<file path="src/hw/rtl/cru_pkg.sv">
`default_nettype none
package cru_pkg;

    localparam int CRU_COORD_W     = 16;
    // Window points and phantoms need two guard bits above a coordinate.
    localparam int CRU_POINT_W     = CRU_COORD_W + 2;
    localparam int CRU_WEIGHT_W    = 9;
    localparam int CRU_FRAC_BITS   = 7;
    localparam int CRU_QUEUE_DEPTH = 2;

    typedef logic signed [CRU_POINT_W-1:0] t_point;

    typedef struct packed {
        logic signed [CRU_COORD_W-1:0] x_in;
        logic signed [CRU_COORD_W-1:0] y_in;
        logic                          last_point;
    } t_in_beat;

    typedef struct packed {
        logic signed [CRU_COORD_W-1:0] x_out;
        logic signed [CRU_COORD_W-1:0] y_out;
        logic                          last_of_run;
        logic                          end_of_curve;
    } t_out_beat;

    // One segment: four control points per axis, oldest in element 0.
    typedef struct packed {
        t_point [3:0] px;
        t_point [3:0] py;
        logic         run_last;
        logic         curve_end;
    } t_job;

    typedef enum logic [1:0] {
        SEEN_NONE,
        SEEN_ONE,
        SEEN_FULL
    } t_seen;

    // Spline weights in 1/128 units, one row per sample phase t = 0, 1/4, 1/2, 3/4.
    localparam logic signed [CRU_WEIGHT_W-1:0] CRU_WEIGHT [4][4] = '{
        '{ 9'sd0,   9'sd128, 9'sd0,   9'sd0  },
        '{-9'sd9,   9'sd111, 9'sd29, -9'sd3  },
        '{-9'sd8,   9'sd72,  9'sd72, -9'sd8  },
        '{-9'sd3,   9'sd29,  9'sd111, -9'sd9 }
    };

endpackage
`default_nettype wire

</file>
<file path="src/hw/rtl/catmull_rom_upsample_by_four_core.sv">
`default_nettype none
// Catmull-Rom upsampler: takes curve points and returns four spline samples per segment.
// Input channel: i_in_valid / o_in_stall carry one point a beat, with last_point
// closing a curve. Output channel: o_out_valid / i_out_stall carry one sample a beat;
// last_of_run marks the final sample caused by a point, end_of_curve the final sample
// of the whole curve.
// The first two points of a curve produce nothing unless one of them closes it, which
// gives one end segment of four samples; each later point produces four samples, and a
// closing point adds four more for the end segment.
// Throughput: one sample per cycle while the queue holds a segment and the receiver does
// not stall, set by the single shared multiply and round unit in the back end; a closing
// point with two segments holds intake while its second segment waits to be queued.
// Each segment passes the queue, the product registers and the output register in turn.
// The front end fills a segment queue of P_QUEUE_DEPTH entries, and keeps taking
// points while the back end or the receiver is stalled until that queue is full.
// When the receiver stalls, the output register holds its sample unchanged.
// Synchronous active-low reset empties the queue and pipeline and starts a new curve.
module catmull_rom_upsample_by_four_core #(
    parameter int P_QUEUE_DEPTH = cru_pkg::CRU_QUEUE_DEPTH
) (
    input  wire logic              i_clk,
    input  wire logic              i_rst_n,
    input  wire logic              i_in_valid,
    output logic                   o_in_stall,
    input  wire cru_pkg::t_in_beat i_in_data,
    output logic                   o_out_valid,
    input  wire logic              i_out_stall,
    output cru_pkg::t_out_beat     o_out_data
);
    import cru_pkg::*;

    logic push, pop, q_full, q_empty;
    t_job push_job, head_job;

    cru_front u_front (
        .i_clk      (i_clk),
        .i_rst_n    (i_rst_n),
        .i_in_valid (i_in_valid),
        .o_in_stall (o_in_stall),
        .i_in_data  (i_in_data),
        .o_push     (push),
        .o_job      (push_job),
        .i_q_full   (q_full)
    );

    cru_queue #(
        .P_DEPTH (P_QUEUE_DEPTH)
    ) u_queue (
        .i_clk   (i_clk),
        .i_rst_n (i_rst_n),
        .i_push  (push),
        .i_job   (push_job),
        .o_full  (q_full),
        .i_pop   (pop),
        .o_head  (head_job),
        .o_empty (q_empty)
    );

    cru_back u_back (
        .i_clk       (i_clk),
        .i_rst_n     (i_rst_n),
        .i_head      (head_job),
        .i_q_empty   (q_empty),
        .o_pop       (pop),
        .o_out_valid (o_out_valid),
        .i_out_stall (i_out_stall),
        .o_out_data  (o_out_data)
    );

endmodule
`default_nettype wire

</file>
<file path="src/hw/rtl/cru_front.sv">
`default_nettype none
module cru_front (
    input  wire logic             i_clk,
    input  wire logic             i_rst_n,
    input  wire logic             i_in_valid,
    output logic                  o_in_stall,
    input  wire cru_pkg::t_in_beat i_in_data,
    output logic                  o_push,
    output cru_pkg::t_job         o_job,
    input  wire logic             i_q_full
);
    import cru_pkg::*;

    t_seen  r_seen, n_seen;
    t_point r_wx [3];
    t_point r_wy [3];
    t_point n_wx [3];
    t_point n_wy [3];
    logic   r_pend_valid, n_pend_valid;
    t_job   r_pend, n_pend;

    t_point x, y;
    logic   accept;
    logic   has_job, two_jobs;
    t_job   job1, job2;

    assign x = {{2{i_in_data.x_in[CRU_COORD_W-1]}}, i_in_data.x_in};
    assign y = {{2{i_in_data.y_in[CRU_COORD_W-1]}}, i_in_data.y_in};

    // A second segment from a closing point is parked and blocks intake until it is pushed.
    assign o_in_stall = r_pend_valid || i_q_full;
    assign accept     = i_in_valid && !o_in_stall;

    always_comb begin
        n_seen   = r_seen;
        n_wx     = r_wx;
        n_wy     = r_wy;
        has_job  = 1'b0;
        two_jobs = 1'b0;
        job1     = '0;
        job2     = '0;
        unique case (r_seen)
            SEEN_NONE: begin
                if (i_in_data.last_point) begin
                    has_job   = 1'b1;
                    job1.px   = {x, x, x, x};
                    job1.py   = {y, y, y, y};
                    job1.run_last  = 1'b1;
                    job1.curve_end = 1'b1;
                end else begin
                    n_wx[2] = x;
                    n_wy[2] = y;
                    n_seen  = SEEN_ONE;
                end
            end
            SEEN_ONE: begin
                n_wx[0] = (r_wx[2] <<< 1) - x;
                n_wy[0] = (r_wy[2] <<< 1) - y;
                n_wx[1] = r_wx[2];
                n_wy[1] = r_wy[2];
                n_wx[2] = x;
                n_wy[2] = y;
                if (i_in_data.last_point) begin
                    has_job = 1'b1;
                    job1.px = {(x <<< 1) - r_wx[2], x, r_wx[2], n_wx[0]};
                    job1.py = {(y <<< 1) - r_wy[2], y, r_wy[2], n_wy[0]};
                    job1.run_last  = 1'b1;
                    job1.curve_end = 1'b1;
                end else begin
                    n_seen = SEEN_FULL;
                end
            end
            SEEN_FULL: begin
                has_job = 1'b1;
                job1.px = {x, r_wx[2], r_wx[1], r_wx[0]};
                job1.py = {y, r_wy[2], r_wy[1], r_wy[0]};
                job1.run_last  = !i_in_data.last_point;
                job1.curve_end = 1'b0;
                two_jobs = i_in_data.last_point;
                job2.px = {(x <<< 1) - r_wx[2], x, r_wx[2], r_wx[1]};
                job2.py = {(y <<< 1) - r_wy[2], y, r_wy[2], r_wy[1]};
                job2.run_last  = 1'b1;
                job2.curve_end = 1'b1;
                n_wx[0] = r_wx[1];
                n_wy[0] = r_wy[1];
                n_wx[1] = r_wx[2];
                n_wy[1] = r_wy[2];
                n_wx[2] = x;
                n_wy[2] = y;
            end
            default: begin
                n_seen = SEEN_NONE;
            end
        endcase
        if (i_in_data.last_point) begin
            n_seen = SEEN_NONE;
            for (int i = 0; i < 3; i++) begin
                n_wx[i] = '0;
                n_wy[i] = '0;
            end
        end
    end

    always_comb begin
        n_pend_valid = r_pend_valid;
        n_pend       = r_pend;
        o_push       = 1'b0;
        o_job        = job1;
        if (r_pend_valid) begin
            o_job = r_pend;
            if (!i_q_full) begin
                o_push       = 1'b1;
                n_pend_valid = 1'b0;
            end
        end else if (accept) begin
            o_push = has_job;
            if (two_jobs) begin
                n_pend_valid = 1'b1;
                n_pend       = job2;
            end
        end
    end

    always_ff @(posedge i_clk) begin
        if (!i_rst_n) begin
            r_seen       <= SEEN_NONE;
            r_pend_valid <= 1'b0;
            for (int i = 0; i < 3; i++) begin
                r_wx[i] <= '0;
                r_wy[i] <= '0;
            end
        end else begin
            r_pend_valid <= n_pend_valid;
            if (accept) begin
                r_seen <= n_seen;
                r_wx   <= n_wx;
                r_wy   <= n_wy;
            end
        end
    end

    always_ff @(posedge i_clk) begin
        r_pend <= n_pend;
    end

endmodule
`default_nettype wire

</file>
<file path="src/hw/rtl/cru_queue.sv">
`default_nettype none
module cru_queue #(
    parameter int P_DEPTH = cru_pkg::CRU_QUEUE_DEPTH
) (
    input  wire logic          i_clk,
    input  wire logic          i_rst_n,
    input  wire logic          i_push,
    input  wire cru_pkg::t_job i_job,
    output logic               o_full,
    input  wire logic          i_pop,
    output cru_pkg::t_job      o_head,
    output logic               o_empty
);
    import cru_pkg::*;

    localparam int PTR_W = (P_DEPTH > 1) ? $clog2(P_DEPTH) : 1;
    localparam int CNT_W = $clog2(P_DEPTH + 1);

    t_job             r_mem [P_DEPTH];
    logic [PTR_W-1:0] r_wr_ptr, r_rd_ptr;
    logic [CNT_W-1:0] r_count;
    logic             do_push, do_pop;

    assign o_full  = (r_count == CNT_W'(P_DEPTH));
    assign o_empty = (r_count == '0);
    assign o_head  = r_mem[r_rd_ptr];
    assign do_push = i_push && !o_full;
    assign do_pop  = i_pop && !o_empty;

    always_ff @(posedge i_clk) begin
        if (!i_rst_n) begin
            r_wr_ptr <= '0;
            r_rd_ptr <= '0;
            r_count  <= '0;
        end else begin
            if (do_push) begin
                r_wr_ptr <= (r_wr_ptr == PTR_W'(P_DEPTH - 1)) ? '0 : r_wr_ptr + 1'b1;
            end
            if (do_pop) begin
                r_rd_ptr <= (r_rd_ptr == PTR_W'(P_DEPTH - 1)) ? '0 : r_rd_ptr + 1'b1;
            end
            if (do_push && !do_pop) begin
                r_count <= r_count + 1'b1;
            end else if (do_pop && !do_push) begin
                r_count <= r_count - 1'b1;
            end
        end
    end

    always_ff @(posedge i_clk) begin
        if (do_push) begin
            r_mem[r_wr_ptr] <= i_job;
        end
    end

endmodule
`default_nettype wire

</file>
<file path="src/hw/rtl/cru_back.sv">
`default_nettype none
module cru_back (
    input  wire logic          i_clk,
    input  wire logic          i_rst_n,
    input  wire cru_pkg::t_job i_head,
    input  wire logic          i_q_empty,
    output logic               o_pop,
    output logic               o_out_valid,
    input  wire logic          i_out_stall,
    output cru_pkg::t_out_beat o_out_data
);
    import cru_pkg::*;

    localparam int PROD_W = CRU_POINT_W + CRU_WEIGHT_W;
    localparam int SUM_W  = PROD_W + 2;
    localparam int RND_W  = SUM_W - CRU_FRAC_BITS;
    localparam logic signed [RND_W-1:0] SAT_HI =
        {{(RND_W - CRU_COORD_W + 1){1'b0}}, {(CRU_COORD_W - 1){1'b1}}};
    localparam logic signed [RND_W-1:0] SAT_LO =
        {{(RND_W - CRU_COORD_W + 1){1'b1}}, {(CRU_COORD_W - 1){1'b0}}};
    localparam logic signed [SUM_W-1:0] HALF = SUM_W'(1 << (CRU_FRAC_BITS - 1));

    logic [1:0]               r_phase;
    logic                     r_a_valid;
    logic signed [PROD_W-1:0] r_a_px [4];
    logic signed [PROD_W-1:0] r_a_py [4];
    logic                     r_a_run_last, r_a_curve_end;
    logic                     r_out_valid;
    t_out_beat                r_out;

    logic                     adv_out, a_ready, issue, final_phase;
    logic signed [PROD_W-1:0] prod_x [4];
    logic signed [PROD_W-1:0] prod_y [4];
    logic signed [SUM_W-1:0]  sum_x, sum_y;
    logic signed [RND_W-1:0]  rnd_x, rnd_y;
    logic signed [RND_W-1:0]  sat_x, sat_y;

    assign adv_out     = !r_out_valid || !i_out_stall;
    assign a_ready     = !r_a_valid || adv_out;
    assign issue       = !i_q_empty && a_ready;
    assign final_phase = (r_phase == 2'd3);
    assign o_pop       = issue && final_phase;

    always_comb begin
        for (int k = 0; k < 4; k++) begin
            prod_x[k] = PROD_W'(i_head.px[k]) * PROD_W'(CRU_WEIGHT[r_phase][k]);
            prod_y[k] = PROD_W'(i_head.py[k]) * PROD_W'(CRU_WEIGHT[r_phase][k]);
        end
    end

    // Round half up by adding one half before the arithmetic shift, then clamp.
    always_comb begin
        sum_x = SUM_W'(r_a_px[0]) + SUM_W'(r_a_px[1]) + SUM_W'(r_a_px[2])
              + SUM_W'(r_a_px[3]) + HALF;
        sum_y = SUM_W'(r_a_py[0]) + SUM_W'(r_a_py[1]) + SUM_W'(r_a_py[2])
              + SUM_W'(r_a_py[3]) + HALF;
        rnd_x = RND_W'(sum_x >>> CRU_FRAC_BITS);
        rnd_y = RND_W'(sum_y >>> CRU_FRAC_BITS);
        sat_x = (rnd_x > SAT_HI) ? SAT_HI : ((rnd_x < SAT_LO) ? SAT_LO : rnd_x);
        sat_y = (rnd_y > SAT_HI) ? SAT_HI : ((rnd_y < SAT_LO) ? SAT_LO : rnd_y);
    end

    always_ff @(posedge i_clk) begin
        if (!i_rst_n) begin
            r_phase     <= '0;
            r_a_valid   <= 1'b0;
            r_out_valid <= 1'b0;
        end else begin
            if (issue) begin
                r_phase <= r_phase + 2'd1;
            end
            if (a_ready) begin
                r_a_valid <= issue;
            end
            if (adv_out) begin
                r_out_valid <= r_a_valid;
            end
        end
    end

    always_ff @(posedge i_clk) begin
        if (issue) begin
            r_a_px        <= prod_x;
            r_a_py        <= prod_y;
            r_a_run_last  <= final_phase && i_head.run_last;
            r_a_curve_end <= final_phase && i_head.curve_end;
        end
        if (adv_out && r_a_valid) begin
            r_out.x_out        <= sat_x[CRU_COORD_W-1:0];
            r_out.y_out        <= sat_y[CRU_COORD_W-1:0];
            r_out.last_of_run  <= r_a_run_last;
            r_out.end_of_curve <= r_a_curve_end;
        end
    end

    assign o_out_valid = r_out_valid;
    assign o_out_data  = r_out;

endmodule
`default_nettype wire

</file>
<file path="config.mk">
export PLATFORM = sky130hd
export DESIGN_NAME = catmull_rom_upsample_by_four_core
export DESIGN_NICKNAME = d
export VERILOG_FILES = /design/src/hw/rtl/cru_pkg.sv /design/src/hw/rtl/catmull_rom_upsample_by_four_core.sv /design/src/hw/rtl/cru_front.sv /design/src/hw/rtl/cru_queue.sv /design/src/hw/rtl/cru_back.sv
export SDC_FILE = /design/constraint.sdc
export NUM_CORES = 2
export LEC_CHECK = 0
export ABC_AREA = 1
export BUFFER_PORTS_ARGS = -buffer_cell sky130_fd_sc_hd__buf_2
export CORE_ASPECT_RATIO = 1.2
export CORE_MARGIN = 2
export CORE_UTILIZATION = 30
export CTS_CLUSTER_SIZE = 40
export DETAILED_ROUTE_END_ITERATION = 16
export PLACE_DENSITY = 0.41
export SLEW_MARGIN = 20
export SYNTH_ARGS = -nofsm -noshare
export SYNTH_HDL_FRONTEND = slang
export SYNTH_SLANG_ARGS = --single-unit
</file>
<file path="constraint.sdc">
create_clock -name i_clk -period 28.9 [get_ports i_clk]
set_clock_uncertainty 0.1 [all_clocks]
set_input_delay 1.445 -clock i_clk [delete_from_list [all_inputs] [get_ports i_clk]]
set_output_delay 1.445 -clock i_clk [all_outputs]
set_load 0.05 [all_outputs]
</file>
# Yosys cells after proc, flatten, opt, wreduce, memory -nomap -nowiden
# Memory sizes are Yosys's and may differ from the RTL's. A register that Yosys moved wholly into a read port is not among the register bits.
# Index checks and enable logic that the tools add are counted.
[totals]
ram_bits = 292
register_bits = 513
elab_cells = 145
memories = 1
in_bits = 37
[op_classes]
eq_ne = 5
add_sub_neg = 17
bitwise = 2
n_reduce_logical = 33
n_mul = 8
n_mux = 36
magnitude_cmp = 5
[mem_list]
columns = ["memory", "depth", "word_bits", "rd", "rd_clocked_by_memory_dff", "write_ports", "line", "source"]
rows = [
  ["u_queue.r_mem", 2, 146, 1, 1, 1, "cru_queue.sv:19", "t_job r_mem [P_DEPTH];"],
]
[op_table]
columns = ["op", "n"]
rows = [
  ["$mux 146", 3],
  ["$pmux 146 s3", 1],
  ["$mul 18x9->27", 8],
  ["$pmux 36 s2", 2],
  ["$mux 54", 2],
  ["$bmux 36 s2", 1],
  ["$mux 36", 2],
  ["$add 28x27->29", 2],
  ["$add 29x27->29", 2],
  ["$add 29x8->29 const B", 2],
  ["$add 27x27->28", 2],
  ["$gt 22x16->1 const B", 2],
  ["$lt 22x16->1 const B", 2],
  ["$mux 18", 2],
  ["$sub 17x18->18", 2],
  ["$sub 18x16->18", 2],
  ["$mux 16", 2],
  ["$mux 1", 15],
  ["$logic_and 1x1->1", 10],
  ["$logic_not 1->1", 9],
  ["$mux 2", 4],
  ["$eq 2x2->1 const B", 3],
  ["$pmux 2 s3", 1],
  ["$reduce_and 2->1", 3],
  ["16 further kinds", 22],
]

# Longest topological paths before layout
[logic_depth]
ltp_word = 11
ltp_mapped = 32
depth_no_buf = 29

# By module
# A second synthesis with hierarchy kept.
[hier_totals]
cells_unflattened = 9119
hier_area_um2 = 80671.1
[by_module_without_submodules]
columns = ["module", "cells_per_inst", "seq_area_each_um2", "area_per_inst_um2", "n_inst"]
rows = [
  ["cru_back", 6283, 7647.3, 54068.1, 1],
  ["cru_front", 2344, 5995.8, 15743.8, 1],
  ["cru_queue", 492, 8868.5, 10859.2, 1],
]

# Worst setup path after synthesis
# Ideal clock, no wire load.
[synth_path]
kind = "in2reg"
start = "input i_in_data[0] in the netlist's numbering"
end = "register u_front.r_pend[0] in the netlist's numbering (enable)"
stages = 3
required_time_ns = 28.016
arrival_ns = 10.610
setup_ns = 0.784
path_buffers = 1
setup_slack_ns = 17.406
path_cell_list = "inv_2 > clkbuf_1 > nor3_1"
[synth_between]
elab_chain_cells = 2
[synth_lines]
columns = ["element", "line", "source"]
rows = [
  ["start: declaration", "catmull_rom_upsample_by_four_core.sv:25", "input wire cru_pkg::t_in_beat i_in_data,"],
  ["$mux 1", "cru_front.sv:42", "unique case (r_seen)"],
  ["$reduce_and 3->1 (no source line)", "--", ""],
  ["end signal: assignment", "cru_front.sv:143", "r_pend <= n_pend;"],
  ["end: declaration", "cru_front.sv:20", "t_job r_pend, n_pend;"],
]
# No other way between the ends.
# A chain may end at the register's enable or synchronous reset.

==> metrics <==
number of remaining DRC errors=0; max-slew violation count=0; WP data arrival=8.46 ns; fmax=0.123 GHz; # clock sinks=771; Yosys top cell by area=fa_1; post-synthesis cell count=8252; 1st-iter DRT viols=3214; slowest stage delay, CP=between 0.7 and 0.8 ns; delay-heaviest family, CP=adder cells; cts hold-fix bufs=0; Final Cycle Share=0.281; EDFF count, synth=659; Max-cap violations=0; most instantiated cells after synthesis=1587 x inv_1, 1338 x nand2_1, 1035 x nor2_1; # rows=between 200 and 250; Crit Path Class=flop to flop; crit start category=flop; Synth top area share=0.264; Slew @ Worst Pin=roughly 1.2 ns; CP Capture Type=flop; Post-Synthesis Cell Area=75900 um^2; first-pass GRT wire length=353000 um; Min-Delay Path Class=flop to flop; largest net degree at the start of global routing=136; drt via density=4.61; WL/cell=19.6 um; Most common cell on crit path=fa_1; Layout area overhead=9.92%; register area share after synthesis=0.290; core area=around 250000 um^2; CTS tree=done; Seq cells post-synth=771; root buf cell=clkbuf_16; vias in the first global route=57900; dominant synthesized flop cell=edfxtp_1; gr usage total=0.178; dominant cells by area after synthesis=fa_1 26%, edfxtp_1 26%, ha_1 9.8%; TritonRoute pass-1 iters=5; H-tree level count=3; die area=257000 um^2; maximum clock insertion buffer count=3; share of layout cells above drive strength 1=0.0496; slowest CP cell=buf_4; setup violators final=0; Chip Height=555 um; ANT nets after route=0; status=complete, no violations; RD Place Congestion=0.890; Clock transition at path regs=0.06 ns; asr flop ratio synth=0; top-count cell post-synth=inv_1; Critical Path RT=29.25 ns; detailed placement HPWL=186000 um; final hold vios=0; syn_nets=between 9000 and 10000; vias=54000; IO buf count=72; post-cts resize count=0; initial antenna violation count=8; Chip Width=463 um; Setup Buffers After CTS=0; RSZ-0062 raised after global routing=false; synth unique cells=57; clk_lat worst skew=0.74 ns; Final Net Count=approximately 10000; initial core utilization=0.301; syn_area_per_cell=9.19 um^2; min cycle time layout=8.11 ns; I/O pins=73; total CTS buffers=96; Core Util, Final=0.331; Yosys warning count=0; Rel. slew slack=0.186; Setup TNS=0 ns; largest fanout on the critical path=between 60 and 70; WL final=229000 um; WP buf/inv=8; grt ovf=0
[sequential cells by signal, indices dropped and copies added (netlist names), named ones only]
register / flops
u_front.r_pend_valid: 1
u_front.r_pend: 131
u_back.r_a_curve_end: 1
u_back.r_a_valid: 1
u_back.r_a_px: 108
u_front.r_wx: 50
u_front.r_seen: 2
u_front.r_wy: 50
u_queue.r_count: 2
u_back.r_phase: 2
u_back.r_a_py: 108
u_queue.r_rd_ptr: 1
u_queue.r_mem: 276
u_queue.r_wr_ptr: 1
u_back.o_out_data: 34
u_back.r_a_run_last: 1
u_back.o_out_valid: 1
[metal layers]
metal / part of all wire / vias up / routed length (um) / global-route usage
met5: 0 / - / 0 / 0
met4: 0.020 / 0 / 4550 / 0.0387
met3: 0.031 / 228 / 7090 / 0.0179
met2: 0.47 / 838 / 108000 / 0.298
met1: 0.48 / 26900 / 110000 / 0.249
li1: - / 26100 / - / -
[metrics by stage]
step	area (um^2)	instances	worst slack (ns)	hold WS [ns]
global placement	80200	11500	20.74	0.306
floorplan	75900	8252	17.41	0.300
global route	83400	11700	20.27	0.340
CTS	83400	11700	20.69	0.324
detailed placement	80200	11500	20.69	0.327
finish	83400	11700	20.79	0.333
[area by class of cell]
cell class                      instances  area (um^2)
Fill cell                           26400       169000
Tap cell                             3366         4210
Antenna cell                            2         5.00
Inverter                             1603         6040
Timing Repair Buffer                  132          823
Sequential cell                       771        22000
Clock inverter                         65          698
Clock buffer                          114         2520
Multi-Input combinational cell       5670        47100
[cell families after synthesis]
| group | after synthesis | synth area share |
|---|---|---|
| simple gates | 2769 | 0.147 |
| buf+inv | 1811 | 0.0904 |
| fa+ha+maj | 1593 | 0.362 |
| compound gates | 960 | 0.0690 |
| flops | 771 | 0.290 |
| xor+xnor | 256 | 0.0296 |
| mux | 92 | 0.0121 |
[path summary, 6_finish.rpt]
| path | startpoint | end | slack (ns) | cells after the start |
|---|---|---|---|---|
| setup / recovery | u_back.r_phase[0] | u_back.r_a_px[23] | 20.79 | 25 |
| hold / removal | u_back.r_a_curve_end | u_back.o_out_data[0] | 0.33 | 0 |
| setup reg to reg | u_back.r_phase[0] | u_back.r_a_px[23] | 20.79 | 25 |
| hold reg to reg | u_back.r_a_curve_end | u_back.o_out_data[0] | 0.33 | 0 |
[cells in the final DEF, fill, tap and decap left out, types with 66 or more instances in the layout]
| master | n |
|---|---|
| inv_1 | 1584 |
| nand2_1 | 1337 |
| nor2_1 | 1030 |
| fa_1 | 1000 |
| edfxtp_1 | 659 |
| ha_1 | 592 |
| a21oi_1 | 456 |
| o21ai_0 | 314 |
| nand3_1 | 192 |
| xor2_1 | 160 |
| dfxtp_1 | 110 |
| clkbuf_16 | 97 |
| xnor2_1 | 96 |
| mux2i_1 | 87 |
| buf_2 | 72 |
| or2_2 | 66 |
Power is not shown: default switching activity piles up to over one toggle a cycle in this logic, so the estimate is an artifact.
